`src/fpc_pkg.sv`:
```
// ---------------------------------------------------------------------------
// fpc_pkg: shared types and constants for the framed packet checker
// Frame delimiter codes, CRC constants, request and verdict payload types,
// the inter-stage queue entry and the byte-wise CRC-16 update function.
// ---------------------------------------------------------------------------
`default_nettype none

package fpc_pkg;

  // Frame delimiters
  localparam logic [7:0] SOH_CODE = 8'h01;
  localparam logic [7:0] STX_CODE = 8'h02;
  localparam logic [7:0] ETX_CODE = 8'h03;
  localparam logic [7:0] EOT_CODE = 8'h04;

  // CRC-16, reflected
  localparam logic [15:0] CRC_INIT = 16'hFFFF;
  localparam logic [15:0] CRC_POLY = 16'h8408;

  // Size limits
  localparam int unsigned CNT_W         = 9;
  localparam logic [8:0]  COUNT_MAX     = 9'd511;
  localparam logic [8:0]  SIZE_OVERHEAD = 9'd12;
  localparam logic [8:0]  MIN_SIZE      = 9'd14;
  localparam logic [8:0]  CRC_MIN_SIZE  = 9'd4;

  // Header byte offsets
  localparam logic [8:0] OFS_SOH     = 9'd0;
  localparam logic [8:0] OFS_VERSION = 9'd1;
  localparam logic [8:0] OFS_RX_LO   = 9'd2;
  localparam logic [8:0] OFS_RX_HI   = 9'd3;
  localparam logic [8:0] OFS_TX_LO   = 9'd4;
  localparam logic [8:0] OFS_TX_HI   = 9'd5;
  localparam logic [8:0] OFS_LEN     = 9'd6;
  localparam logic [8:0] OFS_STX     = 9'd7;
  localparam logic [8:0] OFS_CMD     = 9'd8;
  localparam logic [8:0] OFS_STATUS  = 9'd10;
  localparam logic [8:0] OFS_CRC_ON  = 9'd3;

  // Configuration register indexes
  localparam logic REG_VERSION = 1'b0;
  localparam logic [7:0] VERSION_RST = 8'h10;

  // Input request payload
  typedef struct packed {
    logic [7:0] data_byte;
    logic       last_byte;
  } in_req_t;

  // Verdict payload
  typedef struct packed {
    logic        frame_ok;
    logic        crc_ok;
    logic [15:0] receiver_addr;
    logic [15:0] sender_addr;
    logic [7:0]  command_code;
    logic [7:0]  payload_length;
    logic [7:0]  status_code;
    logic [8:0]  frame_size;
  } out_rsp_t;

  // Classified byte passed from front to back
  typedef struct packed {
    logic [7:0]       data_byte;
    logic             last_byte;
    logic [CNT_W-1:0] idx;
  } q_entry_t;

  // Queue occupancy status
  typedef struct packed {
    logic full;
    logic empty;
  } q_stat_t;

  // Front-end status
  typedef struct packed {
    logic [CNT_W-1:0] count;
  } front_stat_t;

  // One-byte update of the reflected CRC, LSB first
  function automatic logic [15:0] crc_feed(input logic [15:0] crc_in,
                                           input logic [7:0]  b);
    logic [15:0] c;
    logic        mix;
    c = crc_in;
    for (int k = 0; k < 8; k++) begin
      mix = c[0] ^ b[k];
      c   = {1'b0, c[15:1]};
      if (mix) begin
        c = c ^ CRC_POLY;
      end
    end
    return c;
  endfunction

endpackage

`default_nettype wire

```
`src/framed_packet_checker_crc16_top.sv`:
```
// ---------------------------------------------------------------------------
// framed_packet_checker_crc16_top: framed packet checker with CRC-16
// Checks frame layout and the reflected CRC-16 (0x8408, init 0xFFFF) of a
// byte-serial frame and returns one verdict per frame.
// ---------------------------------------------------------------------------
// The block takes one frame byte per cycle while the queue has room, with no
// gaps needed between frames. Each accepted byte passes through a two-entry
// queue into the checking engine, whose combinational unrolled CRC byte
// update sets the one-byte-per-cycle rate. The verdict for a frame is
// registered into the output register when its last byte leaves the queue
// and is held there until taken; while it waits, the input keeps accepting bytes
// until the queue fills. The version register (address 0) may be written
// only while no frame is in flight.
`default_nettype none

module framed_packet_checker_crc16_top (
  input  wire                clk,
  input  wire                rst_n,
  // Byte input
  input  wire                in_valid,
  output logic               in_ready,
  input  fpc_pkg::in_req_t   in_data,
  // Verdict output
  output logic               out_valid,
  input  wire                out_ready,
  output fpc_pkg::out_rsp_t  out_data,
  // Configuration
  input  wire                cfg_psel,
  input  wire                cfg_penable,
  input  wire                cfg_pwrite,
  input  wire  [2:0]         cfg_paddr,
  input  wire  [31:0]        cfg_pwdata,
  output logic [31:0]        cfg_prdata,
  output logic               cfg_pready
);
  import fpc_pkg::*;

  logic        version_sel;
  logic [7:0]  version_byte_r, version_byte_nxt;
  logic        cfg_wr;
  logic        reg_idx;
  logic        q_push, q_pop;
  q_entry_t    q_wdata, q_rdata;
  q_stat_t     q_stat;
  front_stat_t f_stat;

  // Configuration register
  assign cfg_pready  = 1'b1;
  assign reg_idx     = cfg_paddr[2];
  assign cfg_wr      = cfg_psel && cfg_penable && cfg_pwrite;
  assign version_sel = (reg_idx == REG_VERSION);

  always_comb begin
    version_byte_nxt = version_byte_r;
    if (cfg_wr && version_sel) begin
      version_byte_nxt = cfg_pwdata[7:0];
    end
  end

  always_ff @(posedge clk) begin
    if (!rst_n) begin
      version_byte_r <= VERSION_RST;
    end else begin
      version_byte_r <= version_byte_nxt;
    end
  end

  assign cfg_prdata = version_sel ? {24'd0, version_byte_r} : 32'd0;

  // Front end
  fpc_front u_front (
    .clk      (clk),
    .rst_n    (rst_n),
    .in_valid (in_valid),
    .in_ready (in_ready),
    .in_data  (in_data),
    .q_stat   (q_stat),
    .q_push   (q_push),
    .q_wdata  (q_wdata),
    .f_stat   (f_stat)
  );

  // Decoupling queue
  fpc_queue u_queue (
    .clk   (clk),
    .rst_n (rst_n),
    .push  (q_push),
    .wdata (q_wdata),
    .pop   (q_pop),
    .rdata (q_rdata),
    .stat  (q_stat)
  );

  // Checking engine
  fpc_back u_back (
    .clk          (clk),
    .rst_n        (rst_n),
    .version_byte (version_byte_r),
    .q_stat       (q_stat),
    .q_rdata      (q_rdata),
    .q_pop        (q_pop),
    .out_valid    (out_valid),
    .out_ready    (out_ready),
    .out_data     (out_data)
  );

  // Queue never pushed when full nor popped when empty
  a_q_bounds: assert property (@(posedge clk) disable iff (!rst_n)
    !(q_push && q_stat.full) && !(q_pop && q_stat.empty))
    else $error("queue overflow or underflow");

  // Byte counter restarts after a frame's last byte
  a_cnt_clear: assert property (@(posedge clk) disable iff (!rst_n)
    (in_valid && in_ready && in_data.last_byte) |=> (f_stat.count == '0))
    else $error("byte counter not cleared after last byte");

  // A new verdict only comes from a queued last byte
  a_verdict_src: assert property (@(posedge clk) disable iff (!rst_n)
    $rose(out_valid) |-> $past(q_pop && q_rdata.last_byte))
    else $error("verdict without a last byte");

endmodule

`default_nettype wire

```
`src/fpc_front.sv`:
```
// ---------------------------------------------------------------------------
// fpc_front: input acceptance and byte classification
// Accepts one byte per cycle while the queue has room and tags it with its
// position in the frame (saturating byte counter).
// ---------------------------------------------------------------------------
`default_nettype none

module fpc_front (
  input  wire                   clk,
  input  wire                   rst_n,
  input  wire                   in_valid,
  output logic                  in_ready,
  input  fpc_pkg::in_req_t      in_data,
  input  fpc_pkg::q_stat_t      q_stat,
  output logic                  q_push,
  output fpc_pkg::q_entry_t     q_wdata,
  output fpc_pkg::front_stat_t  f_stat
);
  import fpc_pkg::*;

  logic [CNT_W-1:0] count_r, count_nxt;

  // Handshake toward the source
  assign in_ready = !q_stat.full;
  assign q_push   = in_valid && in_ready;

  // Tag the byte with its frame offset
  always_comb begin
    q_wdata.data_byte = in_data.data_byte;
    q_wdata.last_byte = in_data.last_byte;
    q_wdata.idx       = count_r;
  end

  // Saturating byte counter, cleared after the last byte
  always_comb begin
    count_nxt = count_r;
    if (q_push) begin
      if (in_data.last_byte) begin
        count_nxt = '0;
      end else if (count_r != COUNT_MAX) begin
        count_nxt = count_r + 1'b1;
      end
    end
  end

  always_ff @(posedge clk) begin
    if (!rst_n) begin
      count_r <= '0;
    end else begin
      count_r <= count_nxt;
    end
  end

  assign f_stat.count = count_r;

endmodule

`default_nettype wire

```
`src/fpc_queue.sv`:
```
// ---------------------------------------------------------------------------
// fpc_queue: two-entry queue between front and back
// Lets the front keep taking bytes while the back waits on the output.
// ---------------------------------------------------------------------------
`default_nettype none

module fpc_queue (
  input  wire                 clk,
  input  wire                 rst_n,
  input  wire                 push,
  input  fpc_pkg::q_entry_t   wdata,
  input  wire                 pop,
  output fpc_pkg::q_entry_t   rdata,
  output fpc_pkg::q_stat_t    stat
);
  import fpc_pkg::*;

  q_entry_t   mem_r [2];
  logic       wr_ptr_r, wr_ptr_nxt;
  logic       rd_ptr_r, rd_ptr_nxt;
  logic [1:0] cnt_r, cnt_nxt;

  // Occupancy
  assign stat.full  = (cnt_r == 2'd2);
  assign stat.empty = (cnt_r == 2'd0);
  assign rdata      = mem_r[rd_ptr_r];

  // Pointer and count update
  always_comb begin
    wr_ptr_nxt = push ? ~wr_ptr_r : wr_ptr_r;
    rd_ptr_nxt = pop  ? ~rd_ptr_r : rd_ptr_r;
    cnt_nxt    = cnt_r + {1'b0, push} - {1'b0, pop};
  end

  always_ff @(posedge clk) begin
    if (!rst_n) begin
      wr_ptr_r <= 1'b0;
      rd_ptr_r <= 1'b0;
      cnt_r    <= 2'd0;
    end else begin
      wr_ptr_r <= wr_ptr_nxt;
      rd_ptr_r <= rd_ptr_nxt;
      cnt_r    <= cnt_nxt;
    end
  end

  // Entry storage
  always_ff @(posedge clk) begin
    if (push) begin
      mem_r[wr_ptr_r] <= wdata;
    end
  end

endmodule

`default_nettype wire

```
`src/fpc_back.sv`:
```
// ---------------------------------------------------------------------------
// fpc_back: frame checking engine and verdict register
// Captures header fields, runs the CRC through a three-byte delay line and
// forms the verdict into the output register on the last byte.
// ---------------------------------------------------------------------------
`default_nettype none

module fpc_back (
  input  wire                 clk,
  input  wire                 rst_n,
  input  wire  [7:0]          version_byte,
  input  fpc_pkg::q_stat_t    q_stat,
  input  fpc_pkg::q_entry_t   q_rdata,
  output logic                q_pop,
  output logic                out_valid,
  input  wire                 out_ready,
  output fpc_pkg::out_rsp_t   out_data
);
  import fpc_pkg::*;

  logic [15:0] crc_r, crc_nxt;
  logic [7:0]  tail0_r, tail0_nxt;
  logic [7:0]  tail1_r, tail1_nxt;
  logic [7:0]  tail2_r, tail2_nxt;
  logic [7:0]  last_crc_r, last_crc_nxt;
  logic        hdr_good_r, hdr_good_nxt;
  logic [7:0]  len_r, len_nxt;
  logic [15:0] rx_r, rx_nxt;
  logic [15:0] tx_r, tx_nxt;
  logic [7:0]  cmd_r, cmd_nxt;
  logic [7:0]  stat_r, stat_nxt;
  logic        out_valid_r, out_valid_nxt;
  out_rsp_t    out_data_r, verdict;
  logic [8:0]  size;
  logic [15:0] checksum;
  logic        slot_free;
  logic        pop_last;

  // Pop unless a verdict is due and the output slot is still occupied
  assign slot_free = !out_valid_r || out_ready;
  assign q_pop     = !q_stat.empty && (!q_rdata.last_byte || slot_free);
  assign pop_last  = q_pop && q_rdata.last_byte;

  // Per-byte state update
  always_comb begin
    hdr_good_nxt = hdr_good_r;
    len_nxt      = len_r;
    rx_nxt       = rx_r;
    tx_nxt       = tx_r;
    cmd_nxt      = cmd_r;
    stat_nxt     = stat_r;
    unique case (q_rdata.idx)
      OFS_SOH:     if (q_rdata.data_byte != SOH_CODE) hdr_good_nxt = 1'b0;
      OFS_VERSION: if (q_rdata.data_byte != version_byte) hdr_good_nxt = 1'b0;
      OFS_RX_LO:   rx_nxt[7:0]  = q_rdata.data_byte;
      OFS_RX_HI:   rx_nxt[15:8] = q_rdata.data_byte;
      OFS_TX_LO:   tx_nxt[7:0]  = q_rdata.data_byte;
      OFS_TX_HI:   tx_nxt[15:8] = q_rdata.data_byte;
      OFS_LEN:     len_nxt      = q_rdata.data_byte;
      OFS_STX:     if (q_rdata.data_byte != STX_CODE) hdr_good_nxt = 1'b0;
      OFS_CMD:     cmd_nxt      = q_rdata.data_byte;
      OFS_STATUS:  stat_nxt     = q_rdata.data_byte;
      default: ;
    endcase

    // The byte three places back enters the CRC
    if (q_rdata.idx >= OFS_CRC_ON) begin
      last_crc_nxt = tail0_r;
      crc_nxt      = crc_feed(crc_r, tail0_r);
    end else begin
      last_crc_nxt = last_crc_r;
      crc_nxt      = crc_r;
    end
    tail0_nxt = tail1_r;
    tail1_nxt = tail2_r;
    tail2_nxt = q_rdata.data_byte;
  end

  // Verdict for the last byte
  always_comb begin
    size     = (q_rdata.idx == COUNT_MAX) ? COUNT_MAX : q_rdata.idx + 1'b1;
    checksum = {tail1_nxt, tail0_nxt};
    verdict.crc_ok   = (size >= CRC_MIN_SIZE) && (checksum == crc_nxt);
    verdict.frame_ok = (size >= MIN_SIZE) && hdr_good_nxt &&
                       ({1'b0, len_nxt} == (size - SIZE_OVERHEAD)) &&
                       (last_crc_nxt == ETX_CODE) &&
                       (q_rdata.data_byte == EOT_CODE);
    verdict.receiver_addr  = rx_nxt;
    verdict.sender_addr    = tx_nxt;
    verdict.command_code   = cmd_nxt;
    verdict.payload_length = len_nxt - 8'd2;
    verdict.status_code    = stat_nxt;
    verdict.frame_size     = size;
  end

  // Frame state registers, cleared after each verdict
  always_ff @(posedge clk) begin
    if (!rst_n || pop_last) begin
      crc_r      <= CRC_INIT;
      tail0_r    <= '0;
      tail1_r    <= '0;
      tail2_r    <= '0;
      last_crc_r <= '0;
      hdr_good_r <= 1'b1;
      len_r      <= '0;
      rx_r       <= '0;
      tx_r       <= '0;
      cmd_r      <= '0;
      stat_r     <= '0;
    end else if (q_pop) begin
      crc_r      <= crc_nxt;
      tail0_r    <= tail0_nxt;
      tail1_r    <= tail1_nxt;
      tail2_r    <= tail2_nxt;
      last_crc_r <= last_crc_nxt;
      hdr_good_r <= hdr_good_nxt;
      len_r      <= len_nxt;
      rx_r       <= rx_nxt;
      tx_r       <= tx_nxt;
      cmd_r      <= cmd_nxt;
      stat_r     <= stat_nxt;
    end
  end

  // Output register
  always_comb begin
    if (pop_last) begin
      out_valid_nxt = 1'b1;
    end else if (out_ready) begin
      out_valid_nxt = 1'b0;
    end else begin
      out_valid_nxt = out_valid_r;
    end
  end

  always_ff @(posedge clk) begin
    if (!rst_n) begin
      out_valid_r <= 1'b0;
    end else begin
      out_valid_r <= out_valid_nxt;
    end
  end

  always_ff @(posedge clk) begin
    if (pop_last) begin
      out_data_r <= verdict;
    end
  end

  assign out_valid = out_valid_r;
  assign out_data  = out_data_r;

endmodule

`default_nettype wire
```
`config.mk`:
```
export PLATFORM = sky130hd
export DESIGN_NAME = framed_packet_checker_crc16_top
export DESIGN_NICKNAME = d
export VERILOG_FILES = /design/src/fpc_pkg.sv /design/src/framed_packet_checker_crc16_top.sv /design/src/fpc_front.sv /design/src/fpc_queue.sv /design/src/fpc_back.sv
export SDC_FILE = /design/constraint.sdc
export NUM_CORES = 1
export LEC_CHECK = 0
export BUFFER_PORTS_ARGS = -buffer_cell sky130_fd_sc_hd__buf_2
export CORE_AREA = 2 2 119 179
export DETAILED_ROUTE_END_ITERATION = 16
export DIE_AREA = 0 0 121 181
export PLACE_DENSITY = 0.74
export SYNTH_ARGS = -nofsm -noshare
export SYNTH_HDL_FRONTEND = slang
export SYNTH_SLANG_ARGS = --single-unit
export TNS_END_PERCENT = 5
```
`constraint.sdc`:
```
create_clock -name clk -period 4.5 [get_ports clk]
set_input_delay 0.45 -clock clk [delete_from_list [all_inputs] [get_ports clk]]
set_output_delay 0.45 -clock clk [all_outputs]
set_load 0.01 [all_outputs]
```
After elaboration in Yosys (flattened, before gate mapping)
Memory sizes are Yosys's and may differ from the RTL's. A register that Yosys moved wholly into a read port is not among the register bits.
Index checks and enable logic that the tools add are counted.
Widths: inputs -> output; s select.
{"block": "op_classes", "addsub": 6, "n_mul": 0, "n_div": 0, "magnitude_cmp": 3, "n_eq_ne": 19, "shifts": 0, "muxes": 38, "bitwise": 19, "reduce_logical": 24}
{"op": "$mux 16", "n": 16}
{"op": "$mux 8", "n": 9}
{"op": "$eq 9x3->1 const B", "n": 4}
{"op": "$mux 9", "n": 3}
{"op": "$not 2->3", "n": 8}
{"op": "$add 9x1->9 const B", "n": 2}
{"op": "$eq 9x2->1 const B", "n": 2}
{"op": "$eq 9x4->1 const B", "n": 2}
{"op": "$eq 16x16->1", "n": 1}
{"op": "$logic_and 1x1->1", "n": 11}
{"op": "$eq 8x9->1", "n": 1}
{"op": "$eq 9x1->1 const B", "n": 1}
{"op": "$eq 9x9->1 const B", "n": 1}
{"op": "$ge 9x2->1 const B", "n": 1}
{"op": "$ge 9x3->1 const B", "n": 1}
{"op": "$ge 9x4->1 const B", "n": 1}
{"op": "$logic_not 9->1", "n": 1}
{"op": "$mux 1", "n": 9}
{"op": "$ne 9x9->1 const B", "n": 1}
{"op": "$sub 9x4->9 const B", "n": 1}
{"op": "$eq 8x2->1 const B", "n": 1}
{"op": "$eq 8x3->1 const B", "n": 1}
{"op": "$ne 8x1->1 const B", "n": 1}
{"op": "$ne 8x2->1 const B", "n": 1}
{"op": "other kinds (13)", "n": 29}
{"block": "totals", "ff_bits": 194, "latchBits": 0, "mem_bits_rw": 36, "romBits": 0, "output_inout_bits": 102, "wordCells": 135, "n_memories": 1}
{"name": "u_queue.mem_r", "depth": 2, "width": 18, "rd": 1, "rd_clocked_by_memory_dff": 1, "wr": 1, "line_no": "fpc_queue.sv:18", "rtl": "q_entry_t mem_r [2];"}

Logic depth before layout (Yosys ltp)
Gate-level depths: netlist (run 1).
{"block": "logic_depth", "ltp_word": 26, "depth_mapped": 15, "mapped_depth_nobuf": 12}

By module
From an unflattened synthesis (run 1), not the netlist that was laid out.
{"block": "hier_totals", "hier_cells": 1022, "area_unflattened_um2": 10812.9}
{"mod": "fpc_back", "instances": 1, "cells_per_inst": 798, "area_per_inst_um2": 7957.6}
{"mod": "fpc_queue", "instances": 1, "cells_per_inst": 77, "area_per_inst_um2": 1577.8}
{"mod": "fpc_front", "instances": 1, "cells_per_inst": 77, "area_per_inst_um2": 681.9}
{"mod": "framed_packet_checker_crc16_top", "instances": 1, "cells_per_inst": 70, "area_per_inst_um2": 595.6}

Least setup slack after synthesis (run 1)
No wires, ideal clock.
{"block": "synth_timing", "path_kind": "flip-flop to flip-flop", "start": "register with a tool-made name", "end": "register u_back.crc_r[12]", "arrival_time_ns": 4.525, "setup_slack_ns": -0.104, "stages_incl_launch_ff": 10, "path_buffers": 4, "synth_period_minus_slack_ns": 4.604, "path_cell_list": "dfxtp_1 buf_6 buf_6 mux2i_1 o22ai_1 nor2_1 nor2b_1 clkbuf_1 clkbuf_1 o211ai_1"}
{"item": "end signal: assignment", "line_no": "fpc_back.sv:111", "rtl": "crc_r <= crc_nxt;"}
{"item": "end: declaration", "line_no": "fpc_back.sv:21", "rtl": "logic [15:0] crc_r, crc_nxt;"}

==> results.yml, run 1 <==
run_status:
  outcome: "finished, final reports clean"
power:
  peakVddDrop_mv: 0.425
  p_leak_uw: 0.00432
  pwr_density_cell_nw_per_um2: 602
clock_network:
  h-tree-depth: 1
  cts-resized-gates: 0
  path_clk_slew_ns: 0.06
  clock_latency_ns: 0.52
  post_cts_buffers: 0
  cts-root-buf: "clkbuf_16"
  holdBufCountCts: 0
  clock_sinks: 231
  cts_tree: "built"
  cts_buffers: 23
  ctsLongestPathBuffers: 3
critical_path:
  regToRegEndpoint: "u_back.out_data[66]"
  critical_path_class: "register to register"
  max_stage_delay_ns: 0.74
  cp_cell_sequence: "mux2i_1, inv_1, ha_1, nand4b_1, nand2_1, nand2_1, nand2b_1, xnor2_1, nor4_1, o41ai_1, nor4b_2"
  cp_slowest_cell: "dfxtp_1"
  ff2ff_setup_slack_ns: 0.77
  cp_max_fo: 18
  reg2reg_depth: 11
  worstPathArrival_ns: 4.05
  critPathTopFamily: "simple AND/OR/NAND/NOR gates"
  crit_path_frequent_cell: "nand2_1"
  end_kind: "register"
  worst-path-buf-inv: 1
  startpoint_type: "register"
  required_ns: 4.83
worst_hold_path:
  whs_endpoint: "u_queue.mem_r[1][15]"
  hp-class: "input port to register"
  holdPathStages: 1
  min_from: "in_data[6]"
sta:
  fin_hold_ws_ns: 0.130
  fin_setup_tns_ns: 0
  rsz0062_at_grt: "false"
  worst-slew-pin-transition_ns: 1.01
  hold_viol: 0
  max_freq_ghz: 0.268
  post-route-period-util: 0.828
  worst_slack_ns: 0.773
  skew_ns: 0.0182
  slew_violations: 0
  period_minus_slack_ns: 3.73
  setup_viol: 0
  relSlewSlack: 0.325
cells_and_area:
  drive_above_1_share: 0.159
  fin_cells: 1434
  diodes: 0
  nFillCells: 1730
  nets: 1215
  synthToLayoutAreaGrowth_pct: 13.6
yosys:
  synth_edf_count: 103
  synth_simple_gate_area_frac: 0.174
  ys_ff_latch: 231
  async_flop_share: 0
  synth-adder-area-share: 0.0132
  synth.distinct_cells: 72
  netlist_area_um2: 10400
  seq_area_frac_synth: 0.541
  synthMuxAreaShare: 0.0427
  synth_warnings: 0
  synth_area_leaders: "edfxtp_1 30%, dfxtp_1 25%, nand2_1 7.3%"
  synth_top_family_by_area: "simple AND/OR/NAND/NOR gates"
  synth.top_cell.area_share: 0.296
  syn_inst: 1062
  ys_top_cells_by_count: "202 x nand2_1, 128 x dfxtp_1, 106 x a21oi_1"
  synth-compound-area-share: 0.118
  synth_top_cell_by_area: "edfxtp_1"
  syn_area_per_cell_um2: 9.84
  synth_most_common_cell: "nand2_1"
  synthFlopType: "dfxtp_1"
  synth_xor_area_frac: 0.0604
grt:
  grt_max_degree: 82
  track_usage: 0.214
  antenna_found_initial: 0
  grt_pass1_wl_um: 37600
  gr-total-overflow: 0
  first_global_vias: 7388
drt:
  detail_route.vias_per_cell: 5.44
  drt_iter0_drc: 517
  avgRoutedWirePerCell_um: 16.6
  antenna_left: 0
  routed-via-count: 7807
  drc: 0
  first_pass_iters: 5
  wirelength_um: 23800
floorplanning:
  die_w_um: 121
  die_h_um: 181
  core-area_um2: 20300
  initial_utilization: 0.516
  dieArea_um2: 21900
  num_rows: 64
  io_pins: 153
placed_design:
  portBuffers: 101
  pre_cts_slack_ns: 0.874
  placed_cells: 1392
  hpwl_um: 16000
  gp_congestion: 0.885
run:
  cap_violations: 0
kinds of logic after synthesis:
logic type,Yosys count
simple gates,401
flops,231
compound gates,209
buf+inv,95
xor+xnor,72
mux,41
fa+ha+maj,11
other cells,2
flip-flops by register name, indices dropped and copies added (netlist names), 9 cells and up, named ones only:
| signal | cells |
|---|---|
| u_queue.mem_r | 36 |
| u_back.crc_r | 16 |
| u_back.rx_r | 16 |
| u_front.f_stat | 9 |
| u_back.tx_r | 16 |
| u_back.out_data | 67 |
layer usage:
metal  vias up  routed length, um  global-route usage
li1       3822                  -                   -
met1      3710               9270               0.253
met2       229              12600               0.394
met3        46               1270              0.0271
met4         0                656              0.0707
met5         -                  0                   0
how the worst max path moves through the flow:
stage	from	to	slack, ns	cells past startpoint
finish	register	u_back.out_data[66]	0.77	11
global route	register	u_back.out_data[65]	0.56	11
CTS	register	u_back.out_data[65]	0.85	11
detailed placement	register	u_back.out_data[65]	0.87	11
global placement	register	u_back.out_data[65]	0.91	10
floorplan	register	u_back.crc_r[12]	0.94	9
layout make-up:
class / count / area (um2) / share of cell area
inverter: 14 / 52.6 / 0.00443
clock inverter: 15 / 105 / 0.00885
clock buffer: 27 / 601 / 0.0506
tap: 264 / 330 / 0.0278
sequential: 231 / 5660 / 0.476
multi-input combinational: 759 / 4400 / 0.371
timing repair buffer: 124 / 728 / 0.0613
layout by cell type (no fill, tap or decap), types with 4 or more instances in the layout:
cell type	count
o21ai_0	41
nand4b_1	4
nand4_1	14
nor4_1	5
clkinv_1	5
nor3_1	7
or3_1	4
dfxtp_1	128
buf_4	19
a21oi_1	106
buf_12	4
nor2b_1	12
conb_1	25
mux2i_1	34
and3_1	12
ha_1	11
nand3_1	15
inv_1	12
xor2_1	33
buf_2	101
xnor2_1	39
a21boi_0	8
nor2_1	94
nand2b_1	4
o211ai_1	6
and2_1	8
a211oi_1	11
nand2_1	202
a22oi_1	6
clkinv_2	5
o21ai_1	4
edfxtp_1	103
clkbuf_16	23
metrics by stage:
step / area [um2] / utilization / power [uW]
CTS: 11900 / 0.586 / 7180
global route: 11900 / 0.586 / 7500
global placement: 11200 / 0.551 / 5320
detailed placement: 11200 / 0.551 / 5370
finish: 11900 / 0.586 / 7150
floorplan: 10500 / - / 4630
worst reg2reg max path: stages, from the launching register on:
cell and delay [ns]:
dfxtp_1 0.74, mux2i_1 0.37, inv_1 0.10, ha_1 0.34, nand4b_1 0.21, nand2_1 0.09
nand2_1 0.24, nand2b_1 0.22, xnor2_1 0.21, nor4_1 0.55, o41ai_1 0.20, nor4b_2 0.27
where the power goes:
group / internal (uW) / total [uW] / switching [uW]
Combinational: 897 / 2520 / 1620
Sequential: 2600 / 2820 / 215
Clock: 1010 / 1810 / 795
Total: 4510 / 7150 / 2630
Note: power is estimated with default switching activity, not from simulation.
==> run 2: changes to the inputs <==
Clock period 4.5 ns to 3.3 ns, I/O delays scaled along.
==> run 2 against run 1 <==
Against the previous run: non-clock buffer count rose by 13; flip-flop and latch count did not move; clock power rose by 32%; critical path type unchanged; critical endpoint is now u_back.out_data[65]; largest cell class unchanged; highest routed layer unchanged.
==> results.yml, run 2 (synthesized netlist as in run 1, its figures left out) <==
floorplanning:
  die_w_um: 121
  io_pins: 153
  dieArea_um2: 21900
  num_rows: 64
  initial_utilization: 0.516
  die_h_um: 181
  core-area_um2: 20300
sta:
  period_minus_slack_ns: 3.07
  post-route-period-util: 0.931
  worst-slew-pin-transition_ns: 1.17
  slew_violations: 0
  max_freq_ghz: 0.325
  fin_setup_tns_ns: 0
  relSlewSlack: 0.220
  rsz0062_at_grt: "false"
  hold_viol: 0
  skew_ns: 0.0144
  setup_viol: 0
placed_design:
  gp_congestion: 0.901
  portBuffers: 101
  hpwl_um: 16800
clock_network:
  cts-root-buf: "clkbuf_16"
  holdBufCountCts: 1
  ctsLongestPathBuffers: 3
  path_clk_slew_ns: 0.07
  h-tree-depth: 1
  clock_sinks: 231
  cts_tree: "built"
  cts-resized-gates: 0
  cts_buffers: 22
  post_cts_buffers: 0
  clock_latency_ns: 0.50
drt:
  drt_iter0_drc: 490
  antenna_left: 0
  drc: 0
  first_pass_iters: 7
  detail_route.vias_per_cell: 5.43
  avgRoutedWirePerCell_um: 16.7
  routed-via-count: 7847
  wirelength_um: 24100
grt:
  antenna_found_initial: 0
  track_usage: 0.219
  gr-total-overflow: 0
  first_global_vias: 7736
  grt_max_degree: 83
  grt_pass1_wl_um: 38400
cells_and_area:
  synthToLayoutAreaGrowth_pct: 14.1
  postLayoutCoreUtil: 0.588
  layout_common_cells: "202 x nand2_1, 128 x dfxtp_1, 106 x a21oi_1"
  diodes: 0
  final_common_cell: "nand2_1"
  largest_reg_flops: 67
  nFillCells: 1738
  register_area_um2: 5660
  multiInputGateArea_um2: 4400
  drive_above_1_share: 0.168
  nets: 1227
critical_path:
  startpoint_type: "register"
  critical_path_class: "register to register"
  worst-path-buf-inv: 0
  cp_slowest_cell: "o32ai_1"
  cp_max_fo: 7
  worstPathArrival_ns: 3.34
  max_stage_delay_ns: 0.54
  cp_cell_sequence: "mux2_2, ha_1, nand4b_1, and2_4, o32ai_1, nand2_1, or2_2, nor2_1, nand4_1, and3_1"
  end_kind: "register"
  critPathTopFamily: "simple AND/OR/NAND/NOR gates"
  required_ns: 3.56
run:
  cap_violations: 0
power:
  finalPower_uw: 9700
  p_leak_uw: 0.00438
  pwr_density_cell_nw_per_um2: 813
  peakVddDrop_mv: 0.722
run_status:
  outcome: "finished, final reports clean"
worst_hold_path:
  hp-class: "input port to register"
==> run 2: area by class of cell <==
cell class	instances	share of cell area
clock inverters	9	0.00451
multi-input cells	759	0.369
well taps	264	0.0277
inverters	14	0.00441
repair buffers	137	0.0674
clock buffers	31	0.0527
flip-flops and latches	231	0.474
==> run 2: worst reg2reg max path: stages, from the launching register on <==
cell and delay, ns:
dfxtp_1 0.46, mux2_2 0.26, ha_1 0.23, nand4b_1 0.18
and2_4 0.23, o32ai_1 0.54, nand2_1 0.12, or2_2 0.30
nor2_1 0.14, nand4_1 0.16, and3_1 0.20
==> run 2: worst paths after layout <==
path	from	end	slack [ns]	cells after the start
min reg2reg	u_back.cmd_r[1]	u_back.cmd_r[1]	0.46	2
max	register	u_back.out_data[65]	0.23	10
min	in_data[4]	u_queue.mem_r[1][13]	0.02	1
max reg2reg	register	u_back.out_data[65]	0.23	10
==> run 2: through the flow <==
step | hold slack, ns | worst slack (ns) | std cells | instance area (um2)
floorplan | 0.429 | 0.157 | 1085 | 10500
global placement | 0.441 | 0.312 | 1404 | 11200
detailed placement | 0.447 | 0.284 | 1404 | 11200
CTS | 0.00446 | 0.268 | 1445 | 11900
global route | 0.0198 | 0.0446 | 1445 | 11900
finish | 0.0181 | 0.227 | 1445 | 11900
==> run 2: power by group <==
group | internal, uW | leakage [uW] | switching (uW)
Combinational | 1250 | 0.00203 | 2220
Sequential | 3550 | 0.00200 | 279
Clock | 1340 | 0.000344 | 1050
Total | 6140 | 0.00438 | 3550
==> run 2: layer usage <==
layer / vias up / share of wire / global-route usage
li1: 3837 / - / -
met1: 3718 / 0.37 / 0.234
met2: 235 / 0.54 / 0.408
met3: 57 / 0.049 / 0.0328
met4: 0 / 0.047 / 0.111
met5: - / 0 / 0
==> run 3: changes to the inputs <==
Settings changed: CORE_AREA 2 2 119 179 to 2 2 135 203, DIE_AREA 0 0 121 181 to 0 0 137 205, PLACE_DENSITY 0.74 to 0.59.
==> run 3 against run 2 <==
Against the previous run: non-clock buffer count rose by 15; clock power rose by 7%; maximum frequency fell by 0.49%; clock-buffer cell count fell by 3; clock skew fell by 0.0021 ns; combinational power rose by 3%; register-to-register slack got worse by 0.02 ns; flip-flop and latch count did not move; die area rose by 28%.
==> results.yml, run 3 (synthesized netlist as in run 1, its figures left out) <==
power:
  clockPowerShare: 0.256
  pwr_density_cell_nw_per_um2: 813
  p_leak_uw: 0.00446
  seq_power_share: 0.385
  p_switching_uw: 3680
  peakVddDrop_mv: 0.580
  netSwitchingFraction: 0.370
  p_comb_frac: 0.358
  finalPower_uw: 9930
  internal_power_uw: 6260
sta:
  fin_hold_ws_ns: 0.0436
  relSlewSlack: 0.198
  hold_viol: 0
  period_minus_slack_ns: 3.09
  skew_ns: 0.0124
  slew_violations: 0
  worst_slack_ns: 0.212
  max_freq_ghz: 0.324
  post-route-period-util: 0.936
  fin_setup_tns_ns: 0
  worst-slew-pin-transition_ns: 1.20
  rsz0062_at_grt: "false"
  setup_viol: 0
drt:
  avgRoutedWirePerCell_um: 16.6
  wirelength_um: 25400
  antenna_left: 0
  drt_iter0_drc: 508
  detail_route.vias_per_cell: 5.15
  first_pass_iters: 5
  routed-via-count: 7902
  drc: 0
cells_and_area:
  register_area_um2: 5660
  layout_common_cells: "202 x nand2_1, 127 x dfxtp_1, 106 x a21oi_1"
  final_common_cell: "nand2_1"
  largest_reg_flops: 67
  nFillCells: 2547
  diodes: 0
  synthToLayoutAreaGrowth_pct: 16.9
  multiInputGateArea_um2: 4410
  drive_above_1_share: 0.173
  fin_cells: 1534
  nets: 1243
worst_hold_path:
  whs_endpoint: "version_byte_r[2]"
  min_from: "cfg_pwdata[2]"
  hp-class: "input port to register"
  holdPathStages: 3
critical_path:
  worstPathArrival_ns: 3.49
  end_kind: "register"
  cp_max_fo: 21
  startpoint_type: "register"
  regToRegEndpoint: "u_back.out_data[65]"
  critical_path_class: "register to register"
  required_ns: 3.70
  reg2reg_depth: 9
  ff2ff_setup_slack_ns: 0.21
grt:
  gr-total-overflow: 0
  antenna_found_initial: 0
  grt_pass1_wl_um: 40400
  grt_max_degree: 83
  track_usage: 0.184
  first_global_vias: 7729
run_status:
  outcome: "finished, final reports clean"
placed_design:
  pre_cts_slack_ns: 0.114
  hpwl_um: 17500
  placed_cells: 1483
  gp_congestion: 0.841
  portBuffers: 101
clock_network:
  clock_latency_ns: 0.54
  h-tree-depth: 1
  cts_tree: "built"
  clock_sinks: 231
  post_cts_buffers: 0
  ctsLongestPathBuffers: 3
  path_clk_slew_ns: 0.06
  cts_buffers: 23
  cts-root-buf: "clkbuf_16"
floorplanning:
  io_pins: 153
  core-area_um2: 26300
  die_w_um: 137
  dieArea_um2: 28100
  num_rows: 73
  initial_utilization: 0.397
  die_h_um: 205
run:
  cap_violations: 0
==> run 3: changes by cell type in the layout (fill, tap and decap cells not counted), sizes merged <==
cell / previous run / this run
inv: 17 / 16
dlygate4sd3: 1 / 10
clkbuf: 31 / 28
buf: 136 / 142
clkinv: 6 / 9
bufinv: 0 / 1
clkinvlp: 0 / 1
==> run 3: worst max-delay path by stage <==
| stage | from | endpoint | depth (start not counted) |
|---|---|---|---|
| final | register | u_back.out_data[65] | 9 |
| after global routing | register | u_back.out_data[65] | 10 |
| after CTS | register | u_back.out_data[65] | 10 |
| after detailed placement | register | u_back.out_data[65] | 10 |
| after global placement | register | u_back.out_data[65] | 10 |
| after floorplan | register | u_back.out_data[66] | 12 |
==> run 3: layer usage <==
layer  global-route usage  vias up  wire length, um
li1                     -     3863                -
met1                0.210     3808            10000
met2                0.338      177            13500
met3               0.0240       54              894
met4               0.0788        0              959
met5                    0        -                0
==> run 3: area by class of cell <==
cell class | instances | area share
inverters | 14 | 0.00430
clock buffers | 28 | 0.0504
multi-input cells | 759 | 0.361
flip-flops and latches | 231 | 0.463
well taps | 337 | 0.0345
repair buffers | 152 | 0.0779
clock inverters | 13 | 0.00902
==> run 3: what timing repair did <==
item	in CTS	in global routing
hold endpoints to repair	18	0
gates resized for setup	0	3
setup endpoints to repair	0	2
hold buffers	10	0
==> run 3: metrics by stage <==
stage | utilization | instance area [um2]
floorplan | - | 10500
global placement | 0.433 | 11400
detailed placement | 0.433 | 11400
CTS | 0.464 | 12200
global route | 0.464 | 12200
finish | 0.464 | 12200
==> run 3: power by group through the flow <==
stage / registers [uW] / clock network [uW] / logic (uW)
global placement: 3890 / 0 / 3520
detailed placement: 3890 / 0 / 3560
floorplan: 3940 / 0 / 2380
global route: 3880 / 2730 / 3910
CTS: 3830 / 2610 / 3580
finish: 3830 / 2550 / 3560
==> run 3: critical path, cell delays in order, from the launching register on <==
cell,delay (ns)
dfxtp_2,0.35
buf_4,0.16
or4_4,0.54
o22a_4,0.26
nor4_4,0.31
buf_12,0.22
mux2_1,0.35
xnor2_1,0.13
nor4_1,0.38
and3_1,0.22
